$ cat config.mk
export PLATFORM = sky130hd
export DESIGN_NAME = mscal_lane
export DESIGN_NICKNAME = d
export VERILOG_FILES = /design/src/rtl/core/assert_macros.svh /design/src/rtl/core/mscal_pkg.sv /design/src/rtl/core/mscal_lane.sv
export SDC_FILE = /design/constraint.sdc
export NUM_CORES = 2
export LEC_CHECK = 0
export BUFFER_PORTS_ARGS = -buffer_cell sky130_fd_sc_hd__buf_2
export CORE_AREA = 3 3 294 296
export CTS_CLUSTER_SIZE = 12
export DETAILED_ROUTE_END_ITERATION = 7
export DIE_AREA = 0 0 297 299
export MAX_ROUTING_LAYER = met4
export PLACE_DENSITY = 0.72
export RECOVER_POWER = 25
export SLEW_MARGIN = 20
export SYNTH_ARGS = -nofsm -noshare
export SYNTH_HDL_FRONTEND = slang
export SYNTH_SLANG_ARGS = --single-unit
$ cat constraint.sdc
create_clock -name aclk -period 16.15 [get_ports aclk]
set_clock_uncertainty 0.2 [all_clocks]
set_input_delay 2.4225 -clock aclk [delete_from_list [all_inputs] [get_ports aclk]]
set_output_delay 2.4225 -clock aclk [all_outputs]
set_load 0.005 [all_outputs]
$ cat src/rtl/core/assert_macros.svh
`ifndef ASSERT_MACROS_SVH
`define ASSERT_MACROS_SVH

// Property checked on every rising edge, switched off while reset is held.
`define ASSERT_HOLDS(lbl, clk, rstn, prop, msg) \
    lbl: assert property (@(posedge clk) disable iff (!rstn) prop) else $error(msg);

// Same-cycle implication.
`define ASSERT_IMPLIES(lbl, clk, rstn, ante, cons, msg) \
    lbl: assert property (@(posedge clk) disable iff (!rstn) (ante) |-> (cons)) else $error(msg);

`endif

$ cat src/rtl/core/mscal_pkg.sv
`timescale 1ns / 1ps

package mscal_pkg;

    localparam int NUM_AXES       = 3;
    localparam int BYTE_W         = 8;
    localparam int LOW_W          = 2;
    localparam int CODE_W         = 2 * BYTE_W + LOW_W;
    localparam int OFF_W          = 20;
    localparam int COEF_W         = 16;
    localparam int ROW_W          = COEF_W * NUM_AXES;
    localparam int COEF_FRAC_BITS = 14;
    localparam int V_W            = 21;
    localparam int PROD_W         = V_W + COEF_W;
    localparam int SUM_W          = PROD_W + 2;
    localparam int OUT_W          = 21;
    localparam int CODE_BIAS      = 131072;
    localparam int OUT_MAX        = 1048575;
    localparam int OUT_MIN        = -1048576;
    localparam int IN_TDATA_W     = BYTE_W * (2 * NUM_AXES + 1);
    localparam int OUT_TDATA_W    = ((NUM_AXES * OUT_W + 7) / 8) * 8;
    localparam int CFG_IDX_W      = 3;

    typedef logic        [CODE_W-1:0] code_t;
    typedef logic signed [OFF_W-1:0]  off_t;
    typedef logic signed [COEF_W-1:0] coef_t;
    typedef logic signed [V_W-1:0]    vec_t;
    typedef logic signed [PROD_W-1:0] prod_t;
    typedef logic signed [SUM_W-1:0]  sum_t;
    typedef logic signed [OUT_W-1:0]  out_t;
    typedef logic        [ROW_W-1:0]  row_t;

    typedef enum logic [CFG_IDX_W-1:0] {
        CFG_HARD_X = 3'd0,
        CFG_HARD_Y = 3'd1,
        CFG_HARD_Z = 3'd2,
        CFG_SOFT_X = 3'd3,
        CFG_SOFT_Y = 3'd4,
        CFG_SOFT_Z = 3'd5
    } cfg_idx_t;

    // Load enables for the four pipeline stages
    typedef struct packed {
        logic s1;
        logic s2;
        logic s3;
        logic s4;
    } pipe_en_t;

    localparam off_t HARD_X_RST = -20'sd338;
    localparam off_t HARD_Y_RST = 20'sd190;
    localparam off_t HARD_Z_RST = -20'sd766;
    localparam row_t SOFT_X_RST = 48'h4168_0073_0073;
    localparam row_t SOFT_Y_RST = 48'h0073_3EA8_FFF0;
    localparam row_t SOFT_Z_RST = 48'h0073_FFF0_3FF0;

    localparam sum_t SUM_HALF    = sum_t'(1) <<< (COEF_FRAC_BITS - 1);
    localparam sum_t SUM_OUT_MAX = sum_t'(OUT_MAX);
    localparam sum_t SUM_OUT_MIN = sum_t'(OUT_MIN);

    // Bit position of an axis's two code bits within the shared low byte
    function automatic int low_pos(input int axis);
        return LOW_W * (NUM_AXES - axis);
    endfunction

    // Floor shift (the half LSB is already in the sum), then clamp
    function automatic out_t saturate(input sum_t s);
        sum_t q;
        q = s >>> COEF_FRAC_BITS;
        if (q > SUM_OUT_MAX) begin
            return out_t'(OUT_MAX);
        end else if (q < SUM_OUT_MIN) begin
            return out_t'(OUT_MIN);
        end
        return q[OUT_W-1:0];
    endfunction

endpackage

$ cat src/rtl/core/mscal_lane.sv
`timescale 1ns / 1ps

// One axis: unbias and offset the raw code, then scale it by the column of
// coefficients that this axis feeds in each output row.
module mscal_lane import mscal_pkg::*; (
    input  logic              aclk,
    input  pipe_en_t          en,
    input  logic [BYTE_W-1:0] high,
    input  logic [BYTE_W-1:0] mid,
    input  logic [LOW_W-1:0]  lo,
    input  off_t              offset,
    input  coef_t             coef [NUM_AXES],
    output prod_t             prod [NUM_AXES]
);

    code_t code;
    vec_t  v_next;
    vec_t  v_reg;
    prod_t prod_next [NUM_AXES];
    prod_t prod_reg  [NUM_AXES];

    assign code   = {high, mid, lo};
    assign v_next = {{(V_W - CODE_W){1'b0}}, code} - vec_t'(CODE_BIAS)
                  - {{(V_W - OFF_W){offset[OFF_W-1]}}, offset};

    // Operands sign-extended to the product width; effectively 21 x 16 bits
    always_comb begin
        for (int r = 0; r < NUM_AXES; r++) begin
            prod_next[r] = prod_t'(v_reg) * prod_t'(coef[r]);
        end
    end

    always_ff @(posedge aclk) begin
        if (en.s1) begin
            v_reg <= v_next;
        end
        if (en.s2) begin
            for (int r = 0; r < NUM_AXES; r++) begin
                prod_reg[r] <= prod_next[r];
            end
        end
    end

    assign prod = prod_reg;

endmodule

Yosys cells after proc, flatten, opt, wreduce, memory -nomap -nowiden
Cells that the tools add are included.
- register bits after elaboration: 132
- output and inout bits: 111
- word-level logic and storage cells: 9
- $add $sub $neg: 2
- $mul: 3
- operator list (cell ; number):
    $mul A21 B16 Y37 ; 3
    $sub A19 B20 Y21 ; 1
    $sub A18 B18 Y19 const B ; 1

Depth between registers and ports, before layout
- depth in word-level cells: 2
- gate-level depth with buffers: 27
- depth with buffers taken out: 25

Least setup slack after synthesis
No wires, ideal clock.
- path type: in2reg
- start: input port coef[17] (netlist name)
- end: register prod_reg (netlist bit prod[72]), data pin
- library setup time: 258 ps
- arrival time: 7978 ps
- required time: 15692 ps
- slack: 7714 ps
- stages: 24
- cells stage by stage: clkbuf_1 > nand2_1 > fa_1 > inv_1 > fa_1 > inv_1 > fa_1 > inv_1 > fa_1 > fa_1 > inv_1 > fa_1 > inv_1 > ha_1 > a21o_1 > a21o_1 > a21oi_1 > o21ai_1 > or3_1 > a31oi_2 > o21ai_2 > a221o_1 > a21oi_2 > xnor2_1
- RTL lines (element ; RTL line ; text):
    from (decl) ; mscal_lane.sv:12 ; input coef_t coef [NUM_AXES],
    to (signal, indexed assignment) ; mscal_lane.sv:39 ; prod_reg[r] <= prod_next[r];
    to (decl) ; mscal_lane.sv:20 ; prod_t prod_reg [NUM_AXES];

==> results_dict.tcl <==
set metrics [dict create \
    synth_simple_gate_area_frac 0.1395 \
    cap_viol_max_count 2 \
    cts_tree "yes" \
    cp_num_buf_inv 4 \
    h-tree-depth 4 \
    synth_area_um2 41970 \
    postSynthAreaPerCell_um2 9.333 \
    worstHoldEndpoint "prod[37]" \
    drt_pass1_iterations 5 \
    critPathKind "input port to flip-flop" \
    clock-root-buffer "clkbuf_16" \
    dieWidth_um 297 \
    synth_top_family_by_area "adder cells" \
    finalCriticalPeriod_ns 8.988 \
    worstPathArrival_ns 9.04 \
    cpMaxStageDelayCell "clkinv_1" \
    ant_nets 0 \
    gr-total-overflow 0 \
    synth_seq_cells 132 \
    path_clk_slew_ns 0.07 \
    crit_family "adder cells" \
    design.die.area_um2 88800 \
    hold_depth 2 \
    wirelength_um 93030 \
    avgViaCountPerCell 5.123 \
    violations "capacitance limit, slew limit" \
    start_util 0.5007 \
    status "complete, but fails checks" \
    antenna_found_initial 3 \
    synth_compound_area_frac 0.04886 \
    holdBufCountCts 0 \
    setup_viol 0 \
    port_buffers 199 \
    yosys-mux-area-fraction 0.0002683 \
    post_cts_resized 0 \
    final_common_cell "inv_1" \
    tightest_slew_ns 2.812 \
    first_global_vias 31750 \
    max_clock_freq_mhz 111.3 \
    synth_cell_types 70 \
    drive_above_1_share 0.05937 \
    synth_ff_type "edfxtp_1" \
    synth_top_area_share 0.4755 \
    place_congestion 0.8590 \
    synth-xor-area-share 0.02692 \
    end_kind "flip-flop" \
    synth_top_area_cell "fa_1" \
    layout.cells.most_common_list "inv_1, fa_1, nand2_1" \
    nets 5919 \
    max-slew-margin-rel -0.8747 \
    rrSetupSlack_ns 7.98 \
    tns_ns 0 \
    synth-edff-count 132 \
    netlist_top_cells_area "fa_1, inv_1, edfxtp_1, ha_1, and2_1" \
    dpl.hpwl_um 73080 \
    yosysSeqAreaShare 0.09444 \
    cts_sinks 132 \
    hp-class "flip-flop to flip-flop" \
    row_count 106 \
    grt_pass1_wl_um 159700 \
    hold_viol 0 \
    crit_chain "buf_2, clkinv_1, nor2_1, fa_1, fa_1, fa_1, fa_1, fa_1, inv_1, fa_1, inv_1, ha_1, a21oi_1, nand2_1, a211oi_1, nor3_1, a31o_2, a21oi_1, a21oi_1, a21o_1, a21oi_1, xnor2_1" \
    min_period_over_period 0.5565 \
    synth-adder-area-share 0.5638 \
    cts_buffers 17 \
    crit_path_max_incr_delay_ns 0.60 \
    cts_setup_buffers 0 \
    die_y_um 299 \
    slew_viol_final 69 \
    core_area_um2 83820 \
    critPathLaunchType "input port" \
    reg2reg_to "prod[110]" \
    grt_start_max_net_pins 67 \
    grt_usage 0.2310 \
    rsz0062_at_grt "false" \
    min_from "v_reg[0]" \
    syn2layout_area_growth_pct 5.777 \
    clk_latency_ns 0.51 \
    ys_warn_count 0 \
    wire_per_inst_um 16.36 \
    largest_reg_flops 111 \
    synthCells 4497 \
    critical_path_peak_fanout 17 \
    postSynthNetCount 5881 \
    drc_errors 0 \
    r2r-start "v_reg[10]" \
    cts.path.max_buffers 2 \
    critPathRequiredTime_ns 16.20 \
    worstRegToRegCells 22 \
    ys_async_sr_fraction 0 \
    cpMostUsedCell "fa_1" \
    io_pins 202 \
    vias 29120 \
    detail_route.iter0.violations 1620 \
]
## cells in the mapped netlist, types with 17 or more instances
master and count:
inv_1 1202, fa_1 997, nand2_1 595, and2_1 397
ha_1 296, clkbuf_1 199, edfxtp_1 132, a21oi_1 107
nor2_1 105, xnor2_1 102, a21o_1 47, o21ai_0 40
xor2_1 27, nand2b_1 22, nor3_1 21, nand3_1 20
nor2b_1 17
## tightest hold or removal path, cell delays in order, from the launching register on
cell	delay, ns
edfxtp_1	0.38
buf_4	0.29
and2_1	0.22
## cell families (layout without fill, tap and decap cells)
family / count (synthesis) / after routing
adder cells (fa/ha/maj): 1293 / 1293
other: 0 / 3
XOR/XNOR: 129 / 129
buffers and inverters: 1409 / 1460
AND/OR/NAND/NOR: 1222 / 1222
flip-flops: 132 / 132
multiplexers: 1 / 1
AO/OA/AOI/OAI: 311 / 311
## metrics by stage
| stage | util | setup slack (ns) | cells | area [um2] | hold WS, ns |
|---|---|---|---|---|---|
| floorplan | - | 7.714 | 4497 | 41970 | 0.5671 |
| global placement | 0.5225 | 6.924 | 5650 | 43800 | 0.8749 |
| detailed placement | 0.5225 | 6.838 | 5650 | 43800 | 0.8830 |
| CTS | 0.5298 | 7.377 | 5682 | 44410 | 0.8896 |
| global route | 0.5297 | 6.812 | 5685 | 44400 | 0.9340 |
| finish | 0.5297 | 7.162 | 5685 | 44400 | 0.8848 |
## layer usage
layer | share of wire | GRT usage | vias up | wire length [um]
li1 | - | - | 13140 | -
met1 | 0.44 | 0.3066 | 15130 | 40520
met2 | 0.49 | 0.3775 | 731 | 45840
met3 | 0.047 | 0.02739 | 114 | 4358
met4 | 0.025 | 0.06624 | 0 | 2309
met5 | 0 | - | - | 0
## worst max-delay path by stage
stage / cells after the start / start / end / slack, ns
final: 22 / coef[47] / prod[109] / 7.16
after global routing: 22 / coef[47] / prod[109] / 6.81
after detailed placement: 22 / coef[31] / prod[73] / 6.84
after CTS: 22 / coef[47] / prod[109] / 7.38
after floorplan: 24 / coef[17] / prod[72] / 7.71
after global placement: 22 / coef[47] / prod[109] / 6.92
## final cells by class
type / instances / area, um2
Tap cell: 1134 / 1419
Antenna cell: 3 / 7.507
Inverter: 1205 / 4523
Clock buffer: 18 / 429.2
Sequential cell: 132 / 3964
Multi-Input combinational cell: 2956 / 32710
Fill cell: 7660 / 39420
Timing Repair Buffer: 223 / 1159
Clock inverter: 14 / 183.9
Power is not shown: default switching activity piles up to over one toggle a cycle in this logic, so the estimate is an artifact.
