<file path="src/rtl/core/assert_macros.svh">
`ifndef ASSERT_MACROS_SVH
`define ASSERT_MACROS_SVH

// Property checked on every rising edge, switched off while reset is held.
`define ASSERT_HOLDS(lbl, clk, rstn, prop, msg) \
    lbl: assert property (@(posedge clk) disable iff (!rstn) prop) else $error(msg);

// Same-cycle implication.
`define ASSERT_IMPLIES(lbl, clk, rstn, ante, cons, msg) \
    lbl: assert property (@(posedge clk) disable iff (!rstn) (ante) |-> (cons)) else $error(msg);

`endif

</file>
<file path="src/rtl/core/mscal_pkg.sv">
`timescale 1ns / 1ps

package mscal_pkg;

    localparam int NUM_AXES       = 3;
    localparam int BYTE_W         = 8;
    localparam int LOW_W          = 2;
    localparam int CODE_W         = 2 * BYTE_W + LOW_W;
    localparam int OFF_W          = 20;
    localparam int COEF_W         = 16;
    localparam int ROW_W          = COEF_W * NUM_AXES;
    localparam int COEF_FRAC_BITS = 14;
    localparam int V_W            = 21;
    localparam int PROD_W         = V_W + COEF_W;
    localparam int SUM_W          = PROD_W + 2;
    localparam int OUT_W          = 21;
    localparam int CODE_BIAS      = 131072;
    localparam int OUT_MAX        = 1048575;
    localparam int OUT_MIN        = -1048576;
    localparam int IN_TDATA_W     = BYTE_W * (2 * NUM_AXES + 1);
    localparam int OUT_TDATA_W    = ((NUM_AXES * OUT_W + 7) / 8) * 8;
    localparam int CFG_IDX_W      = 3;

    typedef logic        [CODE_W-1:0] code_t;
    typedef logic signed [OFF_W-1:0]  off_t;
    typedef logic signed [COEF_W-1:0] coef_t;
    typedef logic signed [V_W-1:0]    vec_t;
    typedef logic signed [PROD_W-1:0] prod_t;
    typedef logic signed [SUM_W-1:0]  sum_t;
    typedef logic signed [OUT_W-1:0]  out_t;
    typedef logic        [ROW_W-1:0]  row_t;

    typedef enum logic [CFG_IDX_W-1:0] {
        CFG_HARD_X = 3'd0,
        CFG_HARD_Y = 3'd1,
        CFG_HARD_Z = 3'd2,
        CFG_SOFT_X = 3'd3,
        CFG_SOFT_Y = 3'd4,
        CFG_SOFT_Z = 3'd5
    } cfg_idx_t;

    // Load enables for the four pipeline stages
    typedef struct packed {
        logic s1;
        logic s2;
        logic s3;
        logic s4;
    } pipe_en_t;

    localparam off_t HARD_X_RST = -20'sd338;
    localparam off_t HARD_Y_RST = 20'sd190;
    localparam off_t HARD_Z_RST = -20'sd766;
    localparam row_t SOFT_X_RST = 48'h4168_0073_0073;
    localparam row_t SOFT_Y_RST = 48'h0073_3EA8_FFF0;
    localparam row_t SOFT_Z_RST = 48'h0073_FFF0_3FF0;

    localparam sum_t SUM_HALF    = sum_t'(1) <<< (COEF_FRAC_BITS - 1);
    localparam sum_t SUM_OUT_MAX = sum_t'(OUT_MAX);
    localparam sum_t SUM_OUT_MIN = sum_t'(OUT_MIN);

    // Bit position of an axis's two code bits within the shared low byte
    function automatic int low_pos(input int axis);
        return LOW_W * (NUM_AXES - axis);
    endfunction

    // Floor shift (the half LSB is already in the sum), then clamp
    function automatic out_t saturate(input sum_t s);
        sum_t q;
        q = s >>> COEF_FRAC_BITS;
        if (q > SUM_OUT_MAX) begin
            return out_t'(OUT_MAX);
        end else if (q < SUM_OUT_MIN) begin
            return out_t'(OUT_MIN);
        end
        return q[OUT_W-1:0];
    endfunction

endpackage

</file>
<file path="src/rtl/core/mscal_merge.sv">
`timescale 1ns / 1ps

// Adds the lane products per output row, rounds and clamps.
module mscal_merge import mscal_pkg::*; (
    input  logic     aclk,
    input  pipe_en_t en,
    input  prod_t    prod [NUM_AXES][NUM_AXES],   // [axis][row]
    output out_t     field [NUM_AXES]
);

    sum_t sum_next  [NUM_AXES];
    sum_t sum_reg   [NUM_AXES];
    out_t field_reg [NUM_AXES];

    always_comb begin
        for (int r = 0; r < NUM_AXES; r++) begin
            sum_next[r] = SUM_HALF;
            for (int a = 0; a < NUM_AXES; a++) begin
                sum_next[r] = sum_next[r] + sum_t'(prod[a][r]);
            end
        end
    end

    always_ff @(posedge aclk) begin
        for (int r = 0; r < NUM_AXES; r++) begin
            if (en.s3) begin
                sum_reg[r] <= sum_next[r];
            end
            if (en.s4) begin
                field_reg[r] <= saturate(sum_reg[r]);
            end
        end
    end

    assign field = field_reg;

endmodule
</file>
<file path="config.mk">
export PLATFORM = sky130hd
export DESIGN_NAME = mscal_merge
export DESIGN_NICKNAME = d
export VERILOG_FILES = /design/src/rtl/core/assert_macros.svh /design/src/rtl/core/mscal_pkg.sv /design/src/rtl/core/mscal_merge.sv
export SDC_FILE = /design/constraint.sdc
export NUM_CORES = 1
export LEC_CHECK = 0
export BUFFER_PORTS_ARGS = -buffer_cell sky130_fd_sc_hd__buf_2
export CAP_MARGIN = 0
export CORE_MARGIN = 10
export CORE_UTILIZATION = 35
export DETAILED_ROUTE_END_ITERATION = 8
export PLACE_DENSITY = 0.59
export SLEW_MARGIN = 20
export SYNTH_ARGS = -nofsm -noshare
export SYNTH_HDL_FRONTEND = slang
export SYNTH_SLANG_ARGS = --single-unit
</file>
<file path="constraint.sdc">
create_clock -name aclk -period 11.5 [get_ports aclk]
set_input_delay 2.3 -clock aclk [delete_from_list [all_inputs] [get_ports aclk]]
set_output_delay 2.3 -clock aclk [all_outputs]
set_load 0.05 [all_outputs]
</file>
== Word level (Yosys, flattened, before mapping) ==
Memory sizes are Yosys's and may differ from the RTL's.
Cells that the tools add are included.

* Flip-flop bits (word level): 63
* Bits in latches: 0
* RAM bits: 117
* Bits in read-only memories: 0
* Bits of input ports: 338
* Output and inout port bits: 63
* Memories kept: 1

{| class="wikitable"
|+ Memories
! memory !! depth !! bits a word !! read ports !! clocked after Yosys merged registers in !! write ports !! line !! source
|-
| sum_reg || 3 || 39 || 3 || 0 || 3 || mscal_merge.sv:12 || <nowiki>sum_t sum_reg [NUM_AXES];</nowiki>
|}

* $add $sub $neg: 9
* $mul: 0
* Divide/modulo/power cells: 0
* $lt $le $gt $ge: 6
* Eq/ne operators: 0
* Shifts and indexed selects: 0
* Muxes and demuxes: 20
* Bitwise logic cells: 0
* Reduce and logical (&&, ||, !) cells: 0

{| class="wikitable"
|+ Operators by type and width
! cell !! count
|-
| $mux W21 || 9
|-
| $add A38 B37 Y39 || 3
|-
| $add A39 B37 Y39 || 3
|-
| $add A15 B37 Y38 const A || 3
|-
| $gt A25 B21 Y1 const B || 3
|-
| $lt A25 B21 Y1 const B || 3
|-
| $mux W1 || 11
|}

== Logic depth before layout (Yosys ltp) ==
* Depth in word-level cells: 5
* Depth in mapped cells: 15
* Mapped depth without buffers: 14

== Least setup slack after synthesis ==
Ideal clock, no wire load.

* Path type: input -> register
* From: input prod[53] in the netlist's numbering
* To: memory sum_reg[0][77] in the netlist's numbering, data pin
* Setup time: 258 ps
* Arrival: 5009 ps
* Data required time: 11242 ps
* Slack: 6233 ps
* Cell stages on the path: 14
* Cell sequence: inv_1 > fa_1 > inv_1 > ha_1 > ha_1 > and4_1 > and3_1 > a22oi_1 > o21ai_1 > o31ai_2 > nand4b_1 > a31oi_1 > o21ai_1 > xnor2_1

{| class="wikitable"
|+ RTL lines
! element !! line !! source
|-
| start: declaration || mscal_merge.sv:7 || <nowiki>input prod_t prod [NUM_AXES][NUM_AXES],</nowiki>
|-
| end: declaration || mscal_merge.sv:12 ||
|}

==> metrics list <==
* Total nets after synthesis: 2146
* Synthesis-to-finish area growth: 22.1%
- Clock-pin slew reported for the worst setup and hold paths after clock tree synthesis: 70 ps
- Slew headroom: 31.0%
- Most used flip-flop cell after synthesis: edfxtp_1
* CTS max path bufs: 2
- Count of pins over their slew limit: 0
* Simple-Gate Fraction of Synth Area: 6.06%
- DR pass1 iterations: 5
- Pint: 0.00164 W
- The die covers 49300 µm².
* Largest fanout on the critical path: 5
* Post-Synth XOR/XNOR Area: 4.47%
* Combinational share of power: 51.4%
- Most numerous cell in the Yosys netlist: inv_1
- In the routed design, unresolved DRC markers number 0.
* DR vias: 11100
- Across the run, the number of max-cap violations was 0.
- Using the TritonRoute via totals, the vias-per-cell ratio works out to 4.57.
- The tree is rooted in a clkbuf_16.
* Final setup violation count: 0
* Resize count post-CTS: 0
- Storage cell area: 4140 µm²
- The portion of synthesized area spent on multiplexers is 0%.
- For the worst-skew pair, the clock arrives at the later sink with an insertion delay of 420 ps.
- Aggregate negative setup slack: 0 ps
- Of the available clock period, the critical path in the final layout requires 48.1%.
- Clock tree synthesis inserted a total of 17 buffers.
* Main combinational cell family by area after synthesis: adder cells
- Cell depth of the worst flop-to-flop path: 3
- The completed layout was analyzed and its total power is 0.00282 W.
- After the last flow step, the layout net total stands at 2547.
* Clk sinks: 138
- After synthesis, the cell types taking the most area are edfxtp_1 (29%), ha_1 (19%), fa_1 (15%), inv_1 (12%), a21o_1 (5.6%).
- Destination of the worst register-to-register timing path: field[10]
* Hold buffers post-CTS: 0
* Clock skew: 7.57 ps
- Power spread over the standard cell area amounts to 162 nW/µm².
- Based on the critical path, the design can be clocked at up to 181 MHz.
- First-pass GRT wire length: 59600 µm
* Worst slew pin tran: 1030 ps
* EDFF count, synth: 138
- Source of the worst register-to-register timing path: sum_reg[0][112]
* Endpoint arrival time on the critical path: 5710 ps
- Cell count after synthesis: 1484
* Reported net switching power: 0.00118 W
- Part of the Yosys area used for sequential elements: 29.0%
* Top-level port count: 401
- Cell area after technology mapping: 14300 µm²
- Setup repair after global routing left no endpoint under its margin.
- The number of global-route vias before repair is 11800.
- The detailed router finished its first iteration with 453 violations.
- Kind of end point of the critical path: register
- During synthesis, Yosys emitted a total of 0 warnings.
- Library cell with the largest summed area after synthesis: edfxtp_1
- After synthesis, the share of flip-flops with an asynchronous set or reset is 0%.
- Core region area: 40100 µm²
- VDD IR max: 100 µV
- Endpoint, Worst Hold: field[62]
* Filler instances: 3895
- Total Wirelength: 36900 µm
- Cell count of the worst hold path: 0
* Starting density of the core: 35.7%
- Per report_power, the sequential group accounts for 30.3% of the total.
- Total global routing overflow: 0
- Diodes inserted: 0
* Area of combinational cells with multiple inputs: 8380 µm²
- In the final layout, the share of cells above drive strength 1 is 23.7%.
- CTS H-tree lvls: 4
* Area fraction in compound gates after synthesis: 14.0%
- Quantity of I/O buffers inserted on ports: 398
* Clock period minus worst slack: 5530 ps
* FP Rows: 73
* Post-CTS setup buffer count: 0
* Clock power share: 18.3%
- Number of nets still failing antenna checks after routing: 0
- Die X: 222 µm
- RD Place Congestion: 0.886
- Static Leak: 9.76 nW
- The top cell type by area accounts for 29.0% of the synthesized area.
- Initial antenna violation count: 0
* Post-Synth Adder-Cell Area: 34.0%
- Critical path launch point type: input port
- Worst Path Class, Setup: in2reg
- Counting distinct cell types in the post-synthesis netlist gives 55.
* Final Hold Fails: 0
- STA puts the critical path data required time at 11670 ps.
- Maximum number of pins on one net before global-route repair: 76
- Overall Global Routing Usage: 14.8%
- Sorting the synthesized cells by how often they occur yields inv_1 (454), ha_1 (216), edfxtp_1 (138), fa_1 (108), a21o_1 (106).
- In this run the register-to-register setup slack is 9900 ps.
* Largest register FFs: 75
* Die Y: 222 µm
* Register bit count reported by yosys: 138
* Synthesized area divided by synthesized cell count: 9.63 µm²
- TritonCTS built the clock tree.
- The path class of the tightest hold or removal check is reg2reg.
- Hold path startpoint: sum_reg[0][38]
- Net switching share of the total power: 41.8%
- HPWL after DPL: 32200 µm
- After detailed routing, the average wire length per cell comes to 15.2 µm.
* Outcome: completed
==> cell usage in the layout, fill, tap and decap left out, types with 5 or more instances in the layout <==
master	n
nand2_1	53
nor3_1	13
clkbuf_16	17
nor4_1	5
o21ai_1	6
nor2_1	34
xnor2_1	47
and3_1	10
xor2_1	26
inv_1	454
inv_6	5
and4_1	5
buf_2	397
nand4_1	19
o21a_1	5
o211ai_1	6
nor2b_1	7
nand3_1	15
o21bai_1	9
o21ai_0	33
edfxtp_1	138
fa_1	108
a21oi_1	90
ha_1	216
a21o_1	106
a31oi_1	11
==> cells by family (layout without fill, tap and decap cells) <==
kind of cell / after synthesis / count (layout)
buf+inv: 473 / 887
simple gates: 176 / 176
fa+ha+maj: 324 / 324
compound gates: 300 / 300
xor+xnor: 73 / 73
flops: 138 / 138
==> worst max-delay path: stages <==
cell and delay [ps]:
buf_2 80, inv_1 40, fa_1 540, inv_1 50, ha_1 280, ha_1 370, a21oi_1 180, o21ai_0 200
nor2_1 300, nand4_1 320, a31oi_1 340, o21ai_1 150, a21oi_1 290, o21ai_1 120, xnor2_1 130
==> layout make-up <==
cell class                 count  area share [%]
tap                          525            3.76
inverter                     454            9.76
sequential                   138            23.7
clock inverter                15           0.745
clock buffer                  17            2.44
multi-input combinational    873            48.0
timing repair buffer         401            11.6
==> how the worst max path moves through the flow <==
stage              from               to  slack [ps]  cells after the start
2_1_floorplan  prod[53]   sum_reg[0][77]        6230                     14
3_3_place_gp   prod[51]   sum_reg[0][77]        5640                     15
3_5_place_dp   prod[52]   sum_reg[0][77]        5560                     15
4_1_cts        prod[52]   sum_reg[0][77]        6020                     15
5_1_grt        prod[18]  sum_reg[0][116]        5750                     15
6_report       prod[18]  sum_reg[0][116]        5970                     15
==> metrics by stage <==
step	worst slack (ps)	instance area [µm²]	std cells	hold slack [ps]	util [%]
after floorplan	6230	14300	1484	495	-
after global placement	5640	16900	2391	475	42.2
after detailed placement	5560	16900	2391	482	42.2
after CTS	6020	17500	2423	498	43.5
after global routing	5750	17500	2423	523	43.5
final	5970	17500	2423	487	43.5
==> power by group through the flow <==
| stage | Clock (W) | Combinational, W | Sequential (W) |
|---|---|---|---|
| 2_1_floorplan | 0 | 0.000871 | 0.00105 |
| 3_3_place_gp | 0 | 0.00144 | 0.000861 |
| 3_5_place_dp | 0 | 0.00146 | 0.000867 |
| 4_1_cts | 0.000531 | 0.00147 | 0.000858 |
| 5_1_grt | 0.000557 | 0.00163 | 0.000871 |
| 6_report | 0.000516 | 0.00145 | 0.000855 |
==> per-layer routing <==
metal | routed length, µm | up-vias | global-route usage (%)
met5 | 0 | - | 0
met1 | 15900 | 5185 | 17.8
met3 | 1220 | 30 | 2.16
li1 | - | 5639 | -
met4 | 772 | 0 | 4.35
met2 | 19000 | 224 | 26.7
(Power assumes the default switching activity.)
